--- src/hw/rtl/load_average_decay_update_core_assert.svh ---
// ----------------------------------------------------------------------------
// load_average_decay_update_core_assert.svh
// Assertion macros for the load-average decay RTL, used by ladu_back.
// ----------------------------------------------------------------------------
`ifndef LOAD_AVERAGE_DECAY_UPDATE_CORE_ASSERT_SVH
`define LOAD_AVERAGE_DECAY_UPDATE_CORE_ASSERT_SVH

// same-cycle implication
`define LADU_ASSERT_IMP(label, clk, rst_n, ante, cons, msg) \
    label: assert property (@(posedge clk) disable iff (!rst_n) (ante) |-> (cons)) \
        else $error(msg);

// next-cycle implication
`define LADU_ASSERT_NXT(label, clk, rst_n, ante, cons, msg) \
    label: assert property (@(posedge clk) disable iff (!rst_n) (ante) |=> (cons)) \
        else $error(msg);

`endif

--- src/hw/rtl/ladu_fifo.sv ---
// ----------------------------------------------------------------------------
// ladu_fifo
// Short queue between the classifying front and the update engine.
// ----------------------------------------------------------------------------
module ladu_fifo #(
    parameter int WIDTH = 8,
    parameter int DEPTH = 2
) (
    input  logic             clk,
    input  logic             rst_n,
    input  logic             push,
    input  logic [WIDTH-1:0] din,
    output logic             ready,
    input  logic             pop,
    output logic [WIDTH-1:0] dout,
    output logic             valid
);

    localparam int PW = (DEPTH > 1) ? $clog2(DEPTH) : 1;
    localparam int CW = $clog2(DEPTH + 1);

    logic [WIDTH-1:0] slot_reg [DEPTH];
    logic [PW-1:0]    wr_ptr_reg, wr_ptr_next;
    logic [PW-1:0]    rd_ptr_reg, rd_ptr_next;
    logic [CW-1:0]    count_reg, count_next;
    logic             do_push, do_pop;

    assign ready   = (count_reg != CW'(DEPTH));
    assign valid   = (count_reg != '0);
    assign dout    = slot_reg[rd_ptr_reg];
    assign do_push = push && ready;
    assign do_pop  = pop && valid;

    always_comb
    begin
        wr_ptr_next = wr_ptr_reg;
        rd_ptr_next = rd_ptr_reg;
        count_next  = count_reg;
        if (do_push)
        begin
            wr_ptr_next = (wr_ptr_reg == PW'(DEPTH - 1)) ? '0 : wr_ptr_reg + 1'b1;
        end
        if (do_pop)
        begin
            rd_ptr_next = (rd_ptr_reg == PW'(DEPTH - 1)) ? '0 : rd_ptr_reg + 1'b1;
        end
        if (do_push && !do_pop)
        begin
            count_next = count_reg + 1'b1;
        end
        else if (do_pop && !do_push)
        begin
            count_next = count_reg - 1'b1;
        end
    end

    always_ff @(posedge clk or negedge rst_n)
    begin
        if (!rst_n)
        begin
            wr_ptr_reg <= '0;
            rd_ptr_reg <= '0;
            count_reg  <= '0;
        end
        else
        begin
            wr_ptr_reg <= wr_ptr_next;
            rd_ptr_reg <= rd_ptr_next;
            count_reg  <= count_next;
        end
    end

    always_ff @(posedge clk)
    begin
        if (do_push)
        begin
            slot_reg[wr_ptr_reg] <= din;
        end
    end

endmodule

--- config.mk ---
export PLATFORM = sky130hd
export DESIGN_NAME = ladu_fifo
export DESIGN_NICKNAME = d
export VERILOG_FILES = /design/src/hw/rtl/load_average_decay_update_core_assert.svh /design/src/hw/rtl/ladu_fifo.sv
export SDC_FILE = /design/constraint.sdc
export NUM_CORES = 1
export LEC_CHECK = 0
export BUFFER_PORTS_ARGS = -buffer_cell sky130_fd_sc_hd__buf_2
export CORE_UTILIZATION = 52
export CTS_CLUSTER_SIZE = 12
export DETAILED_ROUTE_END_ITERATION = 6
export MAX_ROUTING_LAYER = met4
export PLACE_DENSITY = 0.87
export SYNTH_ARGS = -nofsm -noshare
export SYNTH_HDL_FRONTEND = slang
export SYNTH_SLANG_ARGS = --single-unit
--- constraint.sdc ---
create_clock -name clk -period 2.6 [get_ports clk]
set_input_delay 0.39 -clock clk [delete_from_list [all_inputs] [get_ports clk]]
set_output_delay 0.39 -clock clk [all_outputs]
set_load 0.02 [all_outputs]
==> results.ini, run 1 <==
[outcome]
status=finished, final reports clean

[finish]
mostFrequentLayoutCell=buf_2
mostFrequentLayoutCells=21 x buf_2, 16 x edfxtp_1, 8 x mux2_2
finalInstanceArea_um2=938
drive_gt1_frac=0.522
final_util=0.695
syn2layout_area_growth_pct=19.2
largest_reg_flops=16
antenna_cells=0
layout.nets=82

[clock_network]
cts.sinks=20
clkTransAtPathRegs_ns=0.10
ctsResizeCount=0
cts_setup_buffers=0
cts_tree=done
cts_made_buffers=3
root_buffer=clkbuf_4
ctsHoldBuffers=1
insertion_delay_ns=0.29
cts.path.max_buffers=2
htree_levels=1

[setup_path]
r2r_start=count_reg[0]
critPathCapture=dout[3]
critical_path_class=reg2out
cp_max_fo=9
critical_path.startpoint=rd_ptr_reg
ff2ff_setup_slack_ns=1.01
rr_worst_depth=3
crit_buf_inv=1
crit_cells=2
cpPeakStageDelay_ns=0.57
cp.required_ns=2.21
cp.arrival_ns=1.40
end_kind=output pin
crit_chain=mux2_2 -> buf_2
timing.rr.end=slot_reg[0][0]
worst_setup_path_start_kind=flop
cp_slowest_cell=dfrtp_1
path_delay_family=flip-flops

[drt]
drc=0
via_per_inst=5.32
num_vias=436
drt_first_iter_violations=10
drtPass1Iterations=4
wl_per_cell_um=15.5
finalWirelength_um=1270
ant_nets=0

[job]
cap_violations=0

[synth]
synth_nets=56
avgSynthCellArea_um2=18.3
synthCells=43
yosysTopAreaCell=edfxtp_1
synth_top_cell_area_share=0.610
yosys-top-cells-area=edfxtp_1 61%, dfrtp_1 13%, mux2_2 11%, xnor2_1 3.3%, xor2_1 2.2%
ys_seq_area_frac=0.738
syn_area_um2=787
synth_cell_types=14
ys_ff_latch=20
synth_warnings=0

[worst_hold_path]
hold_class=in2reg
hold_start=din[7]

[global_route]
track_usage=0.203
grt_pass1_wl_um=1920
use_met3=0.0652
grt_busiest_layer=met2
met2_usage=0.313
antenna_found_initial=0
use_met1=0.228
grt_pass1_vias=401
overflow=0
grt_max_degree=11

[floorplanning]
die_w_um=40.9
initial_utilization=0.583
rows=13
die_h_um=40.9
dieArea_um2=1670
core_area_um2=1350
io_pins=22

[placed_design]
placed_area_um2=906
gp_congestion=0.664
post-dp-hpwl_um=1000
numPortBuffers=21

[sta]
rsz0062_at_grt=no
tns_ns=0
finClkSkew_ns=0.00150
fin_crit_sh=0.687
post-route-min-period_ns=1.79
slew_viol_final=0
hold_viol_final=0
relSlewSlack=0.535
max_freq_ghz=0.560
finalSetupViolations=0
worstMarginPinSlew_ns=0.694

[pwr]
ir_drop_mv=0.653
leakage_nw=0.386
cellPowerDensity_nw_per_um2=1140

==> metal layers <==
layer,part of all wire,vias up
met5,0,-
met4,0.0094,0
met3,0.054,2
met2,0.53,17
met1,0.41,210
li1,-,207
==> layout make-up <==
class	instances	area, µm²
inverters	1	3.75
flip-flops and latches	20	581
clock buffers	3	22.5
repair buffers	22	115
fillers	94	412
multi-input cells	21	198
well taps	15	18.8
==> cell usage after synthesis <==
master / number
and3_1: 1
buf_2: 1
dfrtp_1: 4
edfxtp_1: 16
ha_1: 1
inv_1: 1
mux2_2: 8
nand2_1: 1
nand2_4: 1
nand2b_4: 1
nor2_1: 2
or2_4: 1
xnor2_1: 3
xor2_1: 2
==> report_power, final <==
part,switching [W],internal [W]
Sequential,0.0000698,0.000448
Combinational,0.000220,0.000189
Clock,0.0000848,0.0000540
==> worst min path at each step <==
stage | to | depth (start not counted)
finish | slot_reg[0][7] | 1
global placement | count_reg[0] | 1
CTS | slot_reg[0][7] | 1
detailed placement | count_reg[0] | 1
global route | slot_reg[0][7] | 1
floorplan | count_reg[0] | 0
==> per-stage QoR <==
stage	std cells	total power [W]	hold slack, ns	setup WS [ns]
CTS	82	0.00108	0.272	0.779
global placement	78	0.000917	0.201	1.05
finish	82	0.00107	0.284	0.813
global route	82	0.00113	0.260	0.712
floorplan	43	0.000822	0.0944	1.18
detailed placement	78	0.000940	0.205	0.994
==> cell families (layout without fill, tap and decap cells) <==
kind of cell	Yosys count	in the layout	share of synthesized area
mux	8	8	0.114
flops	20	20	0.738
simple gates	7	7	0.0652
xor+xnor	5	5	0.0557
fa+ha+maj	1	1	0.0159
buf+inv	2	26	0.0111
No activity file was read; power rests on OpenSTA's default activity.
==> inputs of run 2 (changes only) <==
--- a/config.mk
+++ b/config.mk
@@ -5,12 +5,13 @@
 export SDC_FILE = /design/constraint.sdc
 export NUM_CORES = 1
 export LEC_CHECK = 0
+export ABC_AREA = 1
 export BUFFER_PORTS_ARGS = -buffer_cell sky130_fd_sc_hd__buf_2
-export CORE_UTILIZATION = 52
+export CORE_UTILIZATION = 49
 export CTS_CLUSTER_SIZE = 12
 export DETAILED_ROUTE_END_ITERATION = 6
 export MAX_ROUTING_LAYER = met4
-export PLACE_DENSITY = 0.87
+export PLACE_DENSITY = 0.82
 export SYNTH_ARGS = -nofsm -noshare
 export SYNTH_HDL_FRONTEND = slang
 export SYNTH_SLANG_ARGS = --single-unit
==> constraint.sdc (replaced) <==
create_clock -name clk -period 1.8 [get_ports clk]
set_input_delay 0.27 -clock clk [delete_from_list [all_inputs] [get_ports clk]]
set_output_delay 0.27 -clock clk [all_outputs]
set_load 0.02 [all_outputs]
==> results.ini, run 2 <==
[sta]
relSlewSlack=0.763
fin_crit_sh=0.891
tns_ns=0
slew_viol_final=0
whs_ns=0.139
worstMarginPinSlew_ns=0.355
post-route-min-period_ns=1.60
rsz0062_at_grt=no
finalSetupViolations=0
finClkSkew_ns=0.00408
max_freq_ghz=0.624
hold_viol_final=0

[global_route]
grt_pass1_vias=581
overflow=0
grt_max_degree=13
grt_pass1_wl_um=2350
track_usage=0.192
antenna_found_initial=0

[setup_path]
critical_path_class=reg2out
cp.required_ns=1.53
worst_setup_path_start_kind=flop
end_kind=output pin
cp_max_fo=10
cp.arrival_ns=1.33

[clock_network]
clkTransAtPathRegs_ns=0.11
cts_setup_buffers=0
cts_tree=done
htree_levels=1
cts_made_buffers=3
root_buffer=clkbuf_4
insertion_delay_ns=0.31
cts.path.max_buffers=2
cts.sinks=20

[synth]
synthCells=70
async_reset_ff_frac=0.200
ys_seq_area_frac=0.702
yosysTopAreaCell=edfxtp_1
yosysMostFrequentCell=nand2_1
syn_area_um2=827
synth_warnings=0
synth_nets=83
yosys-top-cells-area=edfxtp_1 58%, nand2_1 14%, dfrtp_1 12%, nand2_4 2.7%, xor2_2 2.0%
synth_ff_type=edfxtp_1
synth_top_cell_area_share=0.581
ys_ff_latch=20
synth_common_cells=30 x nand2_1, 16 x edfxtp_1, 4 x dfrtp_1, 4 x inv_1, 3 x inv_2
synth-edff-count=16
avgSynthCellArea_um2=11.8
synth_cell_types=14

[floorplanning]
die_h_um=43.1
die_w_um=43.1
initial_utilization=0.537
dieArea_um2=1860
core_area_um2=1540
rows=14
io_pins=22

[placed_design]
post-dp-hpwl_um=1050
gp_congestion=0.831
numPortBuffers=21

[finish]
mostFrequentLayoutCell=nand2_1
antenna_cells=0
syn2layout_area_growth_pct=23.1
layout.nets=111
drive_gt1_frac=0.361
mostFrequentLayoutCells=30 x nand2_1, 21 x buf_2, 16 x edfxtp_1
largest_reg_flops=16

[pwr]
leakage_nw=0.485
cellPowerDensity_nw_per_um2=1780
ir_drop_mv=1.02

[drt]
finalWirelength_um=1490
drtPass1Iterations=4
wl_per_cell_um=13.1
ant_nets=0
num_vias=566
via_per_inst=5.01
drc=0
drt_first_iter_violations=11

[worst_hold_path]
hold_class=in2reg

[job]
cap_violations=0

[outcome]
status=finished, final reports clean

run 2: changes by cell type in the layout (fill, tap and decap cells not counted), sizes merged, moves of 2 or more:
cell | before | now
inv | 1 | 7
nand3 | 0 | 2
mux2 | 8 | 0
buf | 21 | 23
nand2 | 2 | 34
xnor2 | 3 | 1
run 2: area by class of cell:
cell class                 count  area, µm²
tap                           16       20.0
clock inverter                 1       30.0
timing repair buffer          24        130
clock buffer                   3       22.5
multi-input combinational     42        209
sequential                    20        581
inverter                       7       26.3
fill                         113        523
run 2: per-stage QoR:
stage	instances	power, W	util	instance area (µm²)	worst slack (ns)
6_report	113	0.00181	0.661	1020	0.196
4_1_cts	113	0.00182	0.661	1020	0.191
3_3_place_gp	108	0.00141	0.620	956	0.498
5_1_grt	113	0.00192	0.661	1020	0.0954
2_1_floorplan	70	0.00124	-	827	0.448
3_5_place_dp	108	0.00146	0.620	956	0.434
run 2: metal layers:
| layer | routed length, µm | track usage |
|---|---|---|
| met1 | 586 | 0.203 |
| met2 | 789 | 0.301 |
| met3 | 67 | 0.0553 |
| met4 | 41 | 0.139 |
| met5 | 0 | - |
run 2: critical path, cell delays in order (launching register included):
cell	delay, ns
dfrtp_1	0.57
inv_2	0.16
nand2_1	0.09
nand2_1	0.05
buf_2	0.15
run 2: path summary, 6_finish.rpt:
kind | start | to | slack (ns) | cells past startpoint
hold reg to reg | count_reg[0] | count_reg[0] | 0.54 | 1
setup reg to reg | count_reg[0] | count_reg[1] | 0.44 | 9
min in group asynchronous | rst_n | rd_ptr_reg | 0.30 | 2
hold / removal | din[2] | slot_reg[0][2] | 0.14 | 1
max in group asynchronous | rst_n | count_reg[0] | 1.38 | 2
setup / recovery | rd_ptr_reg | dout[6] | 0.20 | 4
run 2: cells by family after synthesis:
logic type | Yosys count | synth area share
xor+xnor | 2 | 0.0303
fa+ha+maj | 1 | 0.0151
buf+inv | 8 | 0.0454
flops | 20 | 0.702
simple gates | 39 | 0.207
run 2: where the power goes:
group          internal, W  switching [W]
clock network     0.000225       0.000138
registers         0.000644      0.0000915
logic             0.000242       0.000467
run 2: repair_timing:
| action | 4_1_cts | 5_1_grt |
|---|---|---|
| endpoints found under the setup margin | 0 | 0 |
| hold endpoints to repair | 4 | 0 |
| resized for setup | 0 | 0 |
| hold buffers | 1 | 0 |
==> inputs of run 3 (changes only) <==
--- a/config.mk
+++ b/config.mk
@@ -5,13 +5,12 @@
 export SDC_FILE = /design/constraint.sdc
 export NUM_CORES = 1
 export LEC_CHECK = 0
-export ABC_AREA = 1
 export BUFFER_PORTS_ARGS = -buffer_cell sky130_fd_sc_hd__buf_2
-export CORE_UTILIZATION = 49
+export CORE_UTILIZATION = 48
 export CTS_CLUSTER_SIZE = 12
 export DETAILED_ROUTE_END_ITERATION = 6
 export MAX_ROUTING_LAYER = met4
-export PLACE_DENSITY = 0.82
+export PLACE_DENSITY = 0.81
 export SYNTH_ARGS = -nofsm -noshare
 export SYNTH_HDL_FRONTEND = slang
 export SYNTH_SLANG_ARGS = --single-unit
==> results.ini, run 3 (synthesis results as in run 1) <==
[sta]
worstMarginPinSlew_ns=0.379
max_freq_ghz=0.592
tns_ns=0
fin_crit_sh=0.938
slew_viol_final=0
finalSetupViolations=0
rsz0062_at_grt=no
relSlewSlack=0.747
finClkSkew_ns=0.00120
whs_ns=0.152
post-route-min-period_ns=1.69
hold_viol_final=0

[finish]
finalInstanceArea_um2=985
largest_reg_flops=16
mostFrequentLayoutCells=21 x buf_2, 16 x edfxtp_1, 8 x mux2_2
syn2layout_area_growth_pct=25.1
antenna_cells=0
drive_gt1_frac=0.543
mostFrequentLayoutCell=buf_2
multi_input_area_um2=198
register_area_um2=581
instances_no_fill=86
layout.nets=84
fillers=119

[placed_design]
numPortBuffers=21
placed_area_um2=922
placed_cells=81
post-dp-hpwl_um=740
gp_congestion=0.712

[setup_path]
critical_path.startpoint=rd_ptr_reg
end_kind=output pin
cp.required_ns=1.53
cp.arrival_ns=1.42
r2r_start=count_reg[0]
critical_path_class=reg2out
worst_setup_path_start_kind=flop
cp_max_fo=9

[floorplanning]
die_w_um=42.5
rows=14
initial_utilization=0.516
io_pins=22
die_h_um=42.5
core_area_um2=1520
dieArea_um2=1810

[job]
cap_violations=0

[drt]
drc=0
drt_first_iter_violations=2
num_vias=415
wl_per_cell_um=11.7
wl_met3_um=53
via_per_inst=4.83
drtPass1Iterations=2
ant_nets=0
met1_length_um=451
finalWirelength_um=1010
wl_met2_um=466
top_layer=met4

[worst_hold_path]
hold_class=in2reg
hold_start=din[6]

[pwr]
ir_drop_mv=0.844
cellPowerDensity_nw_per_um2=1730
leakage_nw=0.411

[clock_network]
ctsResizeCount=0
cts.path.max_buffers=2
insertion_delay_ns=0.30
htree_levels=1
cts_made_buffers=3
cts_tree=done
ctsHoldBuffers=1
root_buffer=clkbuf_4
cts.sinks=20
clkTransAtPathRegs_ns=0.10
cts_setup_buffers=0

[global_route]
track_usage=0.135
grt_max_degree=13
antenna_found_initial=0
grt_pass1_vias=404
grt_pass1_wl_um=1650
overflow=0

[outcome]
status=finished, final reports clean

[run 3: power by group]
part | internal [W] | leakage, nW | switching (W) | total [W]
clock network | 0.000225 | 0.0279 | 0.000130 | 0.000355
registers | 0.000646 | 0.195 | 0.0000978 | 0.000744
logic | 0.000291 | 0.188 | 0.000309 | 0.000600
[run 3: worst paths after layout]
kind	to	slack (ns)	cells past startpoint
max	dout[0]	0.11	2
min	slot_reg[1][6]	0.15	1
max reg2reg	count_reg[1]	0.33	7
min reg2reg	wr_ptr_reg	0.50	1
max in group asynchronous	count_reg[0]	1.38	2
min in group asynchronous	wr_ptr_reg	0.30	2
[run 3: critical path, stage by stage, from the launching register on]
cell	delay, ns
dfrtp_1	0.58
mux2_2	0.38
buf_2	0.16
[run 3: per-stage QoR]
stage	utilization	setup WS, ns	total power, W
floorplan	-	0.385	0.00119
global placement	0.605	0.387	0.00135
detailed placement	0.605	0.360	0.00136
CTS	0.646	0.0822	0.00173
global route	0.646	0.0188	0.00180
finish	0.646	0.111	0.00170
[run 3: area by class of cell]
class / instances / share of cell area
sequential: 20 / 0.590
multi-input combinational: 21 / 0.201
timing repair buffer: 24 / 0.132
clock inverter: 1 / 0.0305
clock buffer: 3 / 0.0229
tap: 16 / 0.0203
inverter: 1 / 0.00381
[run 3: layer usage]
layer	global-route usage	vias to the layer above
li1	-	209
met1	0.158	188
met2	0.188	14
met3	0.0431	4
met4	0.113	0
met5	-	-
