$ cat config.mk
export PLATFORM = sky130hd
export DESIGN_NAME = ladu_front_flat
export DESIGN_NICKNAME = d
export VERILOG_FILES = /design/src/hw/rtl/load_average_decay_update_core_assert.svh /design/src/hw/rtl/ladu_pkg.sv /design/src/hw/rtl/ladu_if.sv /design/src/hw/rtl/ladu_front.sv /design/src/flat_wrapper.sv
export SDC_FILE = /design/constraint.sdc
export NUM_CORES = 1
export LEC_CHECK = 0
export BUFFER_PORTS_ARGS = -buffer_cell sky130_fd_sc_hd__buf_2
export CAP_MARGIN = 25
export CORE_MARGIN = 2
export CORE_UTILIZATION = 42
export CTS_BUF_LIST = sky130_fd_sc_hd__clkbuf_8
export DETAILED_ROUTE_END_ITERATION = 16
export GPL_TIMING_DRIVEN = 1
export PLACE_DENSITY = 0.87
export SETUP_SLACK_MARGIN = 0.2
export SLEW_MARGIN = 5
export SYNTH_ARGS = -nofsm -noshare
export SYNTH_HDL_FRONTEND = slang
export SYNTH_SLANG_ARGS = --single-unit
$ cat constraint.sdc
create_clock -name clk -period 1.4 [get_ports clk]
set_clock_uncertainty 0.1 [all_clocks]
set_input_delay 0.14 -clock clk [delete_from_list [all_inputs] [get_ports clk]]
set_output_delay 0.14 -clock clk [all_outputs]
set_load 0.02 [all_outputs]
$ cat src/hw/rtl/load_average_decay_update_core_assert.svh
// ----------------------------------------------------------------------------
// load_average_decay_update_core_assert.svh
// Assertion macros for the load-average decay RTL, used by ladu_back.
// ----------------------------------------------------------------------------
`ifndef LOAD_AVERAGE_DECAY_UPDATE_CORE_ASSERT_SVH
`define LOAD_AVERAGE_DECAY_UPDATE_CORE_ASSERT_SVH

// same-cycle implication
`define LADU_ASSERT_IMP(label, clk, rst_n, ante, cons, msg) \
    label: assert property (@(posedge clk) disable iff (!rst_n) (ante) |-> (cons)) \
        else $error(msg);

// next-cycle implication
`define LADU_ASSERT_NXT(label, clk, rst_n, ante, cons, msg) \
    label: assert property (@(posedge clk) disable iff (!rst_n) (ante) |=> (cons)) \
        else $error(msg);

`endif

$ cat src/hw/rtl/ladu_pkg.sv
// ----------------------------------------------------------------------------
// ladu_pkg
// Types, constants and the decay table of the load-average decay block.
// ----------------------------------------------------------------------------
package ladu_pkg;

    localparam int TASK_W      = 4;
    localparam int WEIGHT_W    = 17;
    localparam int PERIODS_W   = 12;
    localparam int SUM_W       = 32;
    localparam int AVG_W       = 17;
    localparam int COEF_W      = 16;

    localparam int MAX_TASKS_DEF       = 16;
    localparam int MAX_DECAY_SPANS_DEF = 64;
    localparam int QUEUE_DEPTH         = 2;

    localparam int HALF_LIFE    = 32;
    // coarse shift of 32 or more clears the sum
    localparam int COARSE_LIMIT = HALF_LIFE * SUM_W;
    localparam int Q_SHIFT      = 15;
    localparam logic [2:0] TBL_LAST = 3'd7;

    localparam int AVG_DIV     = 47742;
    localparam int RECIP_SHIFT = 34;
    localparam int AVG_RECIP_W = 19;
    localparam longint unsigned AVG_RECIP_FULL = (64'd1 << RECIP_SHIFT) / AVG_DIV;
    localparam logic [AVG_RECIP_W-1:0] AVG_RECIP = AVG_RECIP_W'(AVG_RECIP_FULL);

    typedef struct packed {
        logic                in_range;
        logic                kill;
        logic [4:0]          coarse;
        logic                fine_en;
        logic [2:0]          idx;
        logic [1:0]          frac;
        logic [TASK_W-1:0]   task_req;
        logic [WEIGHT_W-1:0] weight;
        logic                runnable;
    } ladu_item_t;

    typedef enum logic [2:0] {
        S_IDLE,
        S_LOAD,
        S_MUL,
        S_INTERP,
        S_ACC,
        S_AVG_MUL,
        S_AVG_RECIP,
        S_DONE
    } state_t;

    // Q15 2^(-k/8)
    function automatic logic [COEF_W-1:0] decay_coef(input logic [2:0] k);
        logic [COEF_W-1:0] c;
        unique case (k)
            3'd0:    c = 16'd32768;
            3'd1:    c = 16'd30048;
            3'd2:    c = 16'd27554;
            3'd3:    c = 16'd25268;
            3'd4:    c = 16'd23170;
            3'd5:    c = 16'd21247;
            3'd6:    c = 16'd19484;
            3'd7:    c = 16'd17867;
            default: c = 16'd32768;
        endcase
        return c;
    endfunction

endpackage

$ cat src/hw/rtl/ladu_if.sv
// ----------------------------------------------------------------------------
// ladu_if
// Valid/ready channels for update requests and results.
// ----------------------------------------------------------------------------
interface ladu_req_if;
    logic                          valid;
    logic                          ready;
    logic [ladu_pkg::TASK_W-1:0]   task_req;
    logic [ladu_pkg::WEIGHT_W-1:0] weight;
    logic                          runnable;
    logic [ladu_pkg::PERIODS_W-1:0] periods;

    modport source (output valid, task_req, weight, runnable, periods, input ready);
    modport sink   (input valid, task_req, weight, runnable, periods, output ready);
endinterface


$ cat src/hw/rtl/ladu_front.sv
// ----------------------------------------------------------------------------
// ladu_front
// Accepts request beats and classifies the decay span into kill, coarse
// shift and table step.
// ----------------------------------------------------------------------------
module ladu_front #(
    parameter int MAX_TASKS       = ladu_pkg::MAX_TASKS_DEF,
    parameter int MAX_DECAY_SPANS = ladu_pkg::MAX_DECAY_SPANS_DEF
) (
    input  logic                 clk,
    input  logic                 rst_n,
    ladu_req_if.sink             req,
    output logic                 item_valid,
    output ladu_pkg::ladu_item_t item,
    input  logic                 item_ready
);

    localparam int LW = ladu_pkg::PERIODS_W + 1;
    localparam int TW = 9;
    localparam logic [LW-1:0] SPAN_LIMIT  = LW'(MAX_DECAY_SPANS * ladu_pkg::HALF_LIFE);
    localparam logic [LW-1:0] SHIFT_LIMIT = LW'(ladu_pkg::COARSE_LIMIT);

    logic                 hold_valid_reg, hold_valid_next;
    ladu_pkg::ladu_item_t item_reg;
    ladu_pkg::ladu_item_t item_next;
    logic                 accept;
    logic [LW-1:0]        p_ext;

    assign req.ready  = !hold_valid_reg || item_ready;
    assign accept     = req.valid && req.ready;
    assign item_valid = hold_valid_reg;
    assign item       = item_reg;
    assign p_ext      = LW'(req.periods);

    always_comb
    begin
        item_next.in_range = (TW'(req.task_req) < TW'(MAX_TASKS));
        item_next.kill     = (p_ext >= SPAN_LIMIT) || (p_ext >= SHIFT_LIMIT);
        item_next.coarse   = req.periods[9:5];
        item_next.fine_en  = (req.periods[4:0] != 5'd0);
        item_next.idx      = req.periods[4:2];
        item_next.frac     = req.periods[1:0];
        item_next.task_req = req.task_req;
        item_next.weight   = req.weight;
        item_next.runnable = req.runnable;
    end

    assign hold_valid_next = accept || (hold_valid_reg && !item_ready);

    always_ff @(posedge clk or negedge rst_n)
    begin
        if (!rst_n)
        begin
            hold_valid_reg <= 1'b0;
        end
        else
        begin
            hold_valid_reg <= hold_valid_next;
        end
    end

    always_ff @(posedge clk)
    begin
        if (accept)
        begin
            item_reg <= item_next;
        end
    end

endmodule

$ cat src/flat_wrapper.sv
// flat-port wrapper written by rule: the top's interface ports become plain ports
module ladu_front_flat 
#(
    parameter int MAX_TASKS       = ladu_pkg::MAX_TASKS_DEF,
    parameter int MAX_DECAY_SPANS = ladu_pkg::MAX_DECAY_SPANS_DEF
)
  (clk, rst_n, item_valid, item, item_ready, req_valid, req_task_req, req_weight, req_runnable, req_periods, req_ready);
  ladu_req_if req_i ();
  input  logic clk;
  input  logic rst_n;
  output logic item_valid;
  output ladu_pkg::ladu_item_t item;
  input  logic item_ready;
  input wire logic [$bits(req_i.valid)-1:0] req_valid;
  input wire logic [$bits(req_i.task_req)-1:0] req_task_req;
  input wire logic [$bits(req_i.weight)-1:0] req_weight;
  input wire logic [$bits(req_i.runnable)-1:0] req_runnable;
  input wire logic [$bits(req_i.periods)-1:0] req_periods;
  output wire logic [$bits(req_i.ready)-1:0] req_ready;
  assign req_i.valid = req_valid;
  assign req_i.task_req = req_task_req;
  assign req_i.weight = req_weight;
  assign req_i.runnable = req_runnable;
  assign req_i.periods = req_periods;
  assign req_ready = req_i.ready;
  ladu_front #(.MAX_TASKS(MAX_TASKS), .MAX_DECAY_SPANS(MAX_DECAY_SPANS)) u_core (.clk(clk), .rst_n(rst_n), .req(req_i), .item_valid(item_valid), .item(item), .item_ready(item_ready));
endmodule
==> results of run 1 <==
## worst max-delay path: cells and delay by family (launching register included)
family	cells	cell delay (ns)
simple gates	2	0.26
buf+inv	1	0.16
flops	1	0.42
## per-layer routing
metal / up-vias / track usage, %
li1: 394 / -
met4: 0 / 10.8
met1: 409 / 23.5
met5: - / 0
met2: 58 / 37.8
met3: 8 / 11.2
## metrics by stage
| step | hold slack, ns | setup slack (ns) | total power, uW | utilization, % | area [um2] |
|---|---|---|---|---|---|
| 2_1_floorplan | -0.256 | 0.0225 | 1360 | - | 1110 |
| 3_3_place_gp | -0.186 | 0.188 | 1470 | 61.4 | 1520 |
| 3_5_place_dp | -0.182 | 0.161 | 1480 | 61.4 | 1520 |
| 4_1_cts | 0.0190 | 0.173 | 2210 | 79.4 | 1970 |
| 5_1_grt | 0.0259 | 0.148 | 2300 | 79.4 | 1970 |
| 6_report | 0.0272 | 0.173 | 2220 | 79.4 | 1970 |
## area by class of cell
type	count	area [um2]	area share (%)
Multi-Input combinational cell	8	51.3	2.61
Timing Repair Buffer	109	753	38.3
Sequential cell	35	1050	53.2
Tap cell	30	37.5	1.91
Clock inverter	2	8.76	0.445
Clock buffer	5	68.8	3.50
## power groups by stage
stage / Clock, uW / Sequential (uW) / Combinational (uW)
2_1_floorplan: 0 / 1330 / 35.4
3_3_place_gp: 0 / 1250 / 219
3_5_place_dp: 0 / 1260 / 226
4_1_cts: 668 / 1230 / 313
5_1_grt: 728 / 1240 / 337
6_report: 666 / 1240 / 320
## cell usage after synthesis
cell       n  area [um2]
nand2b_4   1        13.8
dfrtp_1    1        25.0
buf_4      1        7.51
nand2b_1   1        6.26
nor2_1     1        3.75
conb_1     1        3.75
and2_4     1        8.76
edfxtp_1  34        1020
nor3_1     1        5.00
or2_2      1        6.26
nand2_1    1        3.75
## worst max path at each step
stage / slack, ns / from / endpoint
after floorplan: 0.02 / u_core.item_valid / u_core.item[0]
after global placement: 0.19 / u_core.item_valid / u_core.item[12]
after detailed placement: 0.16 / u_core.item_valid / u_core.item[16]
after CTS: 0.17 / u_core.item_valid / u_core.item[26]
after global routing: 0.15 / u_core.item_valid / u_core.item[26]
final: 0.17 / u_core.item_valid / u_core.item[27]
## logic make-up after synthesis
logic type / count (synthesis)
DFF: 35
buffers and inverters: 1
and+or+nand+nor: 7
other: 1
## timing repair
| action | 4_1_cts | 5_1_grt |
|---|---|---|
| setup endpoints to repair | 34 | 35 |
| gates resized for setup | 1 | 0 |
| hold buffers | 34 | 0 |
| gates cloned | 1 | 0 |
| hold endpoints to repair | 34 | 0 |
==> results by group, run 1 <==
Outcome
  • Status: finished, final reports clean

Critical path
  • Crit path capture type: register
  • Critical path peak fanout: 17
  • Worst path max stage delay: 0.42 ns
  • Worst-case reg-to-reg path depth: 3
  • Reg2reg end: u_core.item[27]
  • Critical Path RT: 1.29 ns
  • Startpoint types: register
  • FF-to-FF Start: u_core.item_valid
  • Slowest cell on the critical path: dfrtp_2
  • WP data arrival: 1.12 ns
  • CP Cell Sequence: nand2b_4 -> and2_4 -> buf_12
  • Flop-to-flop setup slack: 0.17 ns
  • Critical path class: reg2reg

Synthesis
  • Main combinational cell family by area after synthesis: simple AND/OR/NAND/NOR gates
  • Adder-Cell Fraction of Synth Area: 0%
  • FF+latch count, synth: 35
  • Post-synthesis cell count: 44
  • Synth Area in Compound Gates: 0%
  • Multiplexer share of the synthesized area: 0%
  • Seq/Total Area, Yosys: 94.7%
  • Synth Net Count: 82
  • Ys Warns: 0
  • Mapped Area: 1100 um2
  • Netlist cell types: 11
  • Post-Synth XOR/XNOR Area: 0%
  • Synth Area in Simple Gates: 4.30%
  • Synthesized area per cell: 25.1 um2

Clock tree
  • Clock Sinks: 35
  • TritonCTS clock tree: built
  • Clock buffer depth: 2
  • Clk_lat worst skew: 0.28 ns
  • Clock-pin slew on the worst setup and hold paths: 0.06 ns
  • Post-CTS Setup Repair Bufs: 0
  • CTS Buf Count: 5
  • CTS root buf: clkbuf_8
  • CTS H-tree depth: 2

Pwr
  • P_int: 1710 uW
  • Register share of total power: 55.6%
  • Clock group share of total power: 30.0%
  • P_sw: 516 uW
  • Power per cell area: 1130 nW/um2
  • Leak: 0.000845 uW
  • Peak VDD IR: 0.949 mV
  • Sw frac: 23.2%
  • Comb pwr share: 14.4%

Min path
  • Hold path depth: 2
  • WHS Endpoint: u_core.item[33]
  • Worst Hold Launch: req_periods[10]
  • Worst min-delay path class: in2reg

Timing
  • Fmax: 815 MHz
  • Final Critical Period: 1.23 ns
  • Setup TNS: 0 ns
  • Fin crit share: 87.6%
  • RSZ-0062 raised after global routing: yes
  • Final setup fails: 0
  • Hold Vio Cnt, Final: 0
  • Slew Viols, Final: 0

Routing
  • DRT Wirelength: 3.22 mm
  • # DRC: 0
  • M1 WL: 1.21 mm
  • ANT nets after route: 0
  • Highest routing layer actually used: met4
  • Vias per cell: 4.60
  • Routed wl met2: 1.63 mm
  • Drt pass-1 iters: 4
  • First DRT Iteration DRCs: 29
  • Routed WL per cell: 17.0 um
  • DR vias: 869
  • Met3 WL post-DR: 287 um

Die
  • DIE AREA: 3060 um2
  • Row count: 18
  • Core Region: 2480 um2
  • Total I/O pin count: 75
  • Initial Util: 44.6%
  • Die X: 55.3 um
  • Chip Height: 55.3 um

Finish
  • Non-filler instance count after layout: 189
  • Area Growth Syn to Fin: 78.0%
  • Final-stage net count: 197
  • ANT cells: 0
  • Filler instances: 147
  • Most frequent cells in the layout: buf_2 (73), dlygate4sd3_1 (34), edfxtp_1 (34), clkbuf_8 (5)
  • Max FFs per register: 34
  • Layout cell share with drive strength beyond 1: 53.5%
  • Commonest non-fill, non-tap cell in the layout: buf_2

Global route
  • GRT Residual Overflow: 0
  • GRT Overall Usage: 22.6%
  • Vias in the first global route: 876
  • Initial antenna violation count: 0
  • First-pass GRT wire length: 4.77 mm
  • Pin count of the biggest net entering global routing: 18

Placement
  • GP Congestion: 0.786
  • Port Buffer Count: 73
  • Inst Count DP: 147
  • Detailed placement HPWL: 1.70 mm

Job
  • Max-cap violation count: 0
Power figures use the tool's default switching activity.
==> run 2: changes to the inputs <==
==> constraint.sdc (replaced) <==
create_clock -name clk -period 1.4 [get_ports clk]
set_clock_uncertainty 0.1 [all_clocks]
set_input_delay 0.42 -clock clk [delete_from_list [all_inputs] [get_ports clk]]
set_output_delay 0.42 -clock clk [all_outputs]
set_load 0.02 [all_outputs]
==> results by group, run 2 (synthesized netlist as in run 1, its figures left out) <==
Outcome
  • Status: finished with violations
  • Violated checks: setup timing

Global route
  • GRT Residual Overflow: 0
  • GRT Overall Usage: 19.4%
  • Pin count of the biggest net entering global routing: 13
  • Initial antenna violation count: 0
  • Global routing usage on met2: 31.6%
  • Met1 Track Usage GR: 20.3%
  • M3 GR Usage: 10.3%
  • Grt peak-use layer: met2
  • Vias in the first global route: 755
  • First-pass GRT wire length: 4.10 mm

Die
  • Core Region: 2480 um2
  • Total I/O pin count: 75
  • DIE AREA: 3060 um2
  • Row count: 18
  • Die X: 55.3 um
  • Initial Util: 44.6%
  • Chip Height: 55.3 um

Routing
  • DRT Wirelength: 2.71 mm
  • DR vias: 751
  • First DRT Iteration DRCs: 36
  • Routed WL per cell: 16.7 um
  • Drt pass-1 iters: 4
  • ANT nets after route: 0
  • Vias per cell: 4.64
  • # DRC: 0

Clock tree
  • CTS H-tree depth: 2
  • CTS Buf Count: 5
  • TritonCTS clock tree: built
  • Clk_lat worst skew: 0.28 ns
  • Clock buffer depth: 2
  • Clock Sinks: 35
  • CTS root buf: clkbuf_8
  • Clock-pin slew on the worst setup and hold paths: 0.07 ns

Placement
  • GP Congestion: 0.780
  • Port Buffer Count: 73
  • Detailed placement HPWL: 1.57 mm

Pwr
  • Total power: 2240 uW
  • Leak: 0.000821 uW
  • Power per cell area: 1160 nW/um2
  • Peak VDD IR: 0.988 mV

Critical path
  • Critical Path RT: 0.88 ns
  • Crit path capture type: output pin
  • WP data arrival: 0.91 ns
  • Flop-to-flop setup slack: -0.01 ns
  • Critical path peak fanout: 2
  • Critical path class: reg2out
  • Startpoint types: register

Finish
  • Filler instances: 126
  • Area Growth Syn to Fin: 74.5%
  • Most frequent cells in the layout: buf_6 (39), buf_2 (38), edfxtp_1 (34), clkbuf_8 (5), buf_12 (2)
  • Final-stage net count: 170
  • Utilization after layout: 77.8%
  • Layout cell share with drive strength beyond 1: 68.9%
  • Max FFs per register: 34
  • Commonest non-fill, non-tap cell in the layout: buf_6
  • ANT cells: 0

Job
  • Max-cap violation count: 0

Timing
  • Fin crit share: 102%
  • Final WS setup: -0.0258 ns
  • Fmax: 701 MHz
  • Slew Viols, Final: 0
  • Final Critical Period: 1.43 ns
  • RSZ-0062 raised after global routing: yes
  • Hold Vio Cnt, Final: 0
  • Final setup fails: 25

Min path
  • Worst min-delay path class: in2reg
-- run 2: cell count changes in the layout (fill, tap and decap cells not counted), sizes merged --
cell,previous run,this run
buf,75,81
dlygate4sd3,34,1
-- run 2: layout make-up --
type                       instances  area [um2]  share of cell area [%]
clock buffer                       5        68.8                    3.57
clock inverter                     2        8.76                   0.454
multi-input combinational          8        51.3                    2.66
sequential                        35        1050                    54.3
tap                               30        37.5                    1.95
timing repair buffer              82         714                    37.1
-- run 2: through the flow --
| stage | instance area [um2] | cells | hold slack (ns) | setup slack [ns] | TNS, ns |
|---|---|---|---|---|---|
| final | 1930 | 162 | 0.210 | -0.0258 | -0.157 |
| after global routing | 1930 | 162 | 0.197 | -0.0586 | -1.51 |
| after CTS | 1930 | 162 | 0.200 | -0.0316 | -0.0337 |
| after detailed placement | 1530 | 148 | 0.0968 | 0.0443 | 0 |
| after global placement | 1530 | 148 | 0.0940 | 0.0656 | 0 |
| after floorplan | 1110 | 44 | 0.0244 | 0.0225 | 0 |
-- run 2: final timing paths --
path | from | end | cells after the start
worst max-delay path | u_core.item_valid | req_ready | 2
worst min-delay path | req_task_req[1] | u_core.item[19] | 1
worst max register to register | u_core.item_valid | u_core.item[2] | 5
worst min register to register | u_core.item_valid | u_core.item_valid | 3
max in group asynchronous | rst_n | u_core.item_valid | 2
min in group asynchronous | rst_n | u_core.item_valid | 2
-- run 2: report_power, final --
group | total [uW] | switching [uW] | internal [uW]
registers | 1250 | 28.7 | 1220
clock network | 658 | 328 | 330
logic | 332 | 150 | 183
-- run 2: worst max-delay path, stage by stage (launching register included) --
cell	delay (ns)
dfrtp_2	0.43
nand2b_4	0.08
buf_6	0.11
-- run 2: what timing repair did --
action                                  CTS  global route
cloned                                    2             0
resized for setup                        76             0
endpoints found under the setup margin   69            70
buffers inserted                          4             0
hold buffers                              1             0
endpoints found under the hold margin     1             0
-- run 2: routing by layer --
layer  vias to the layer above  routed length, um
met5                         -                  0
met4                         0                 46
met3                         5                312
met2                        56               1400
met1                       349                953
li1                        341                  -
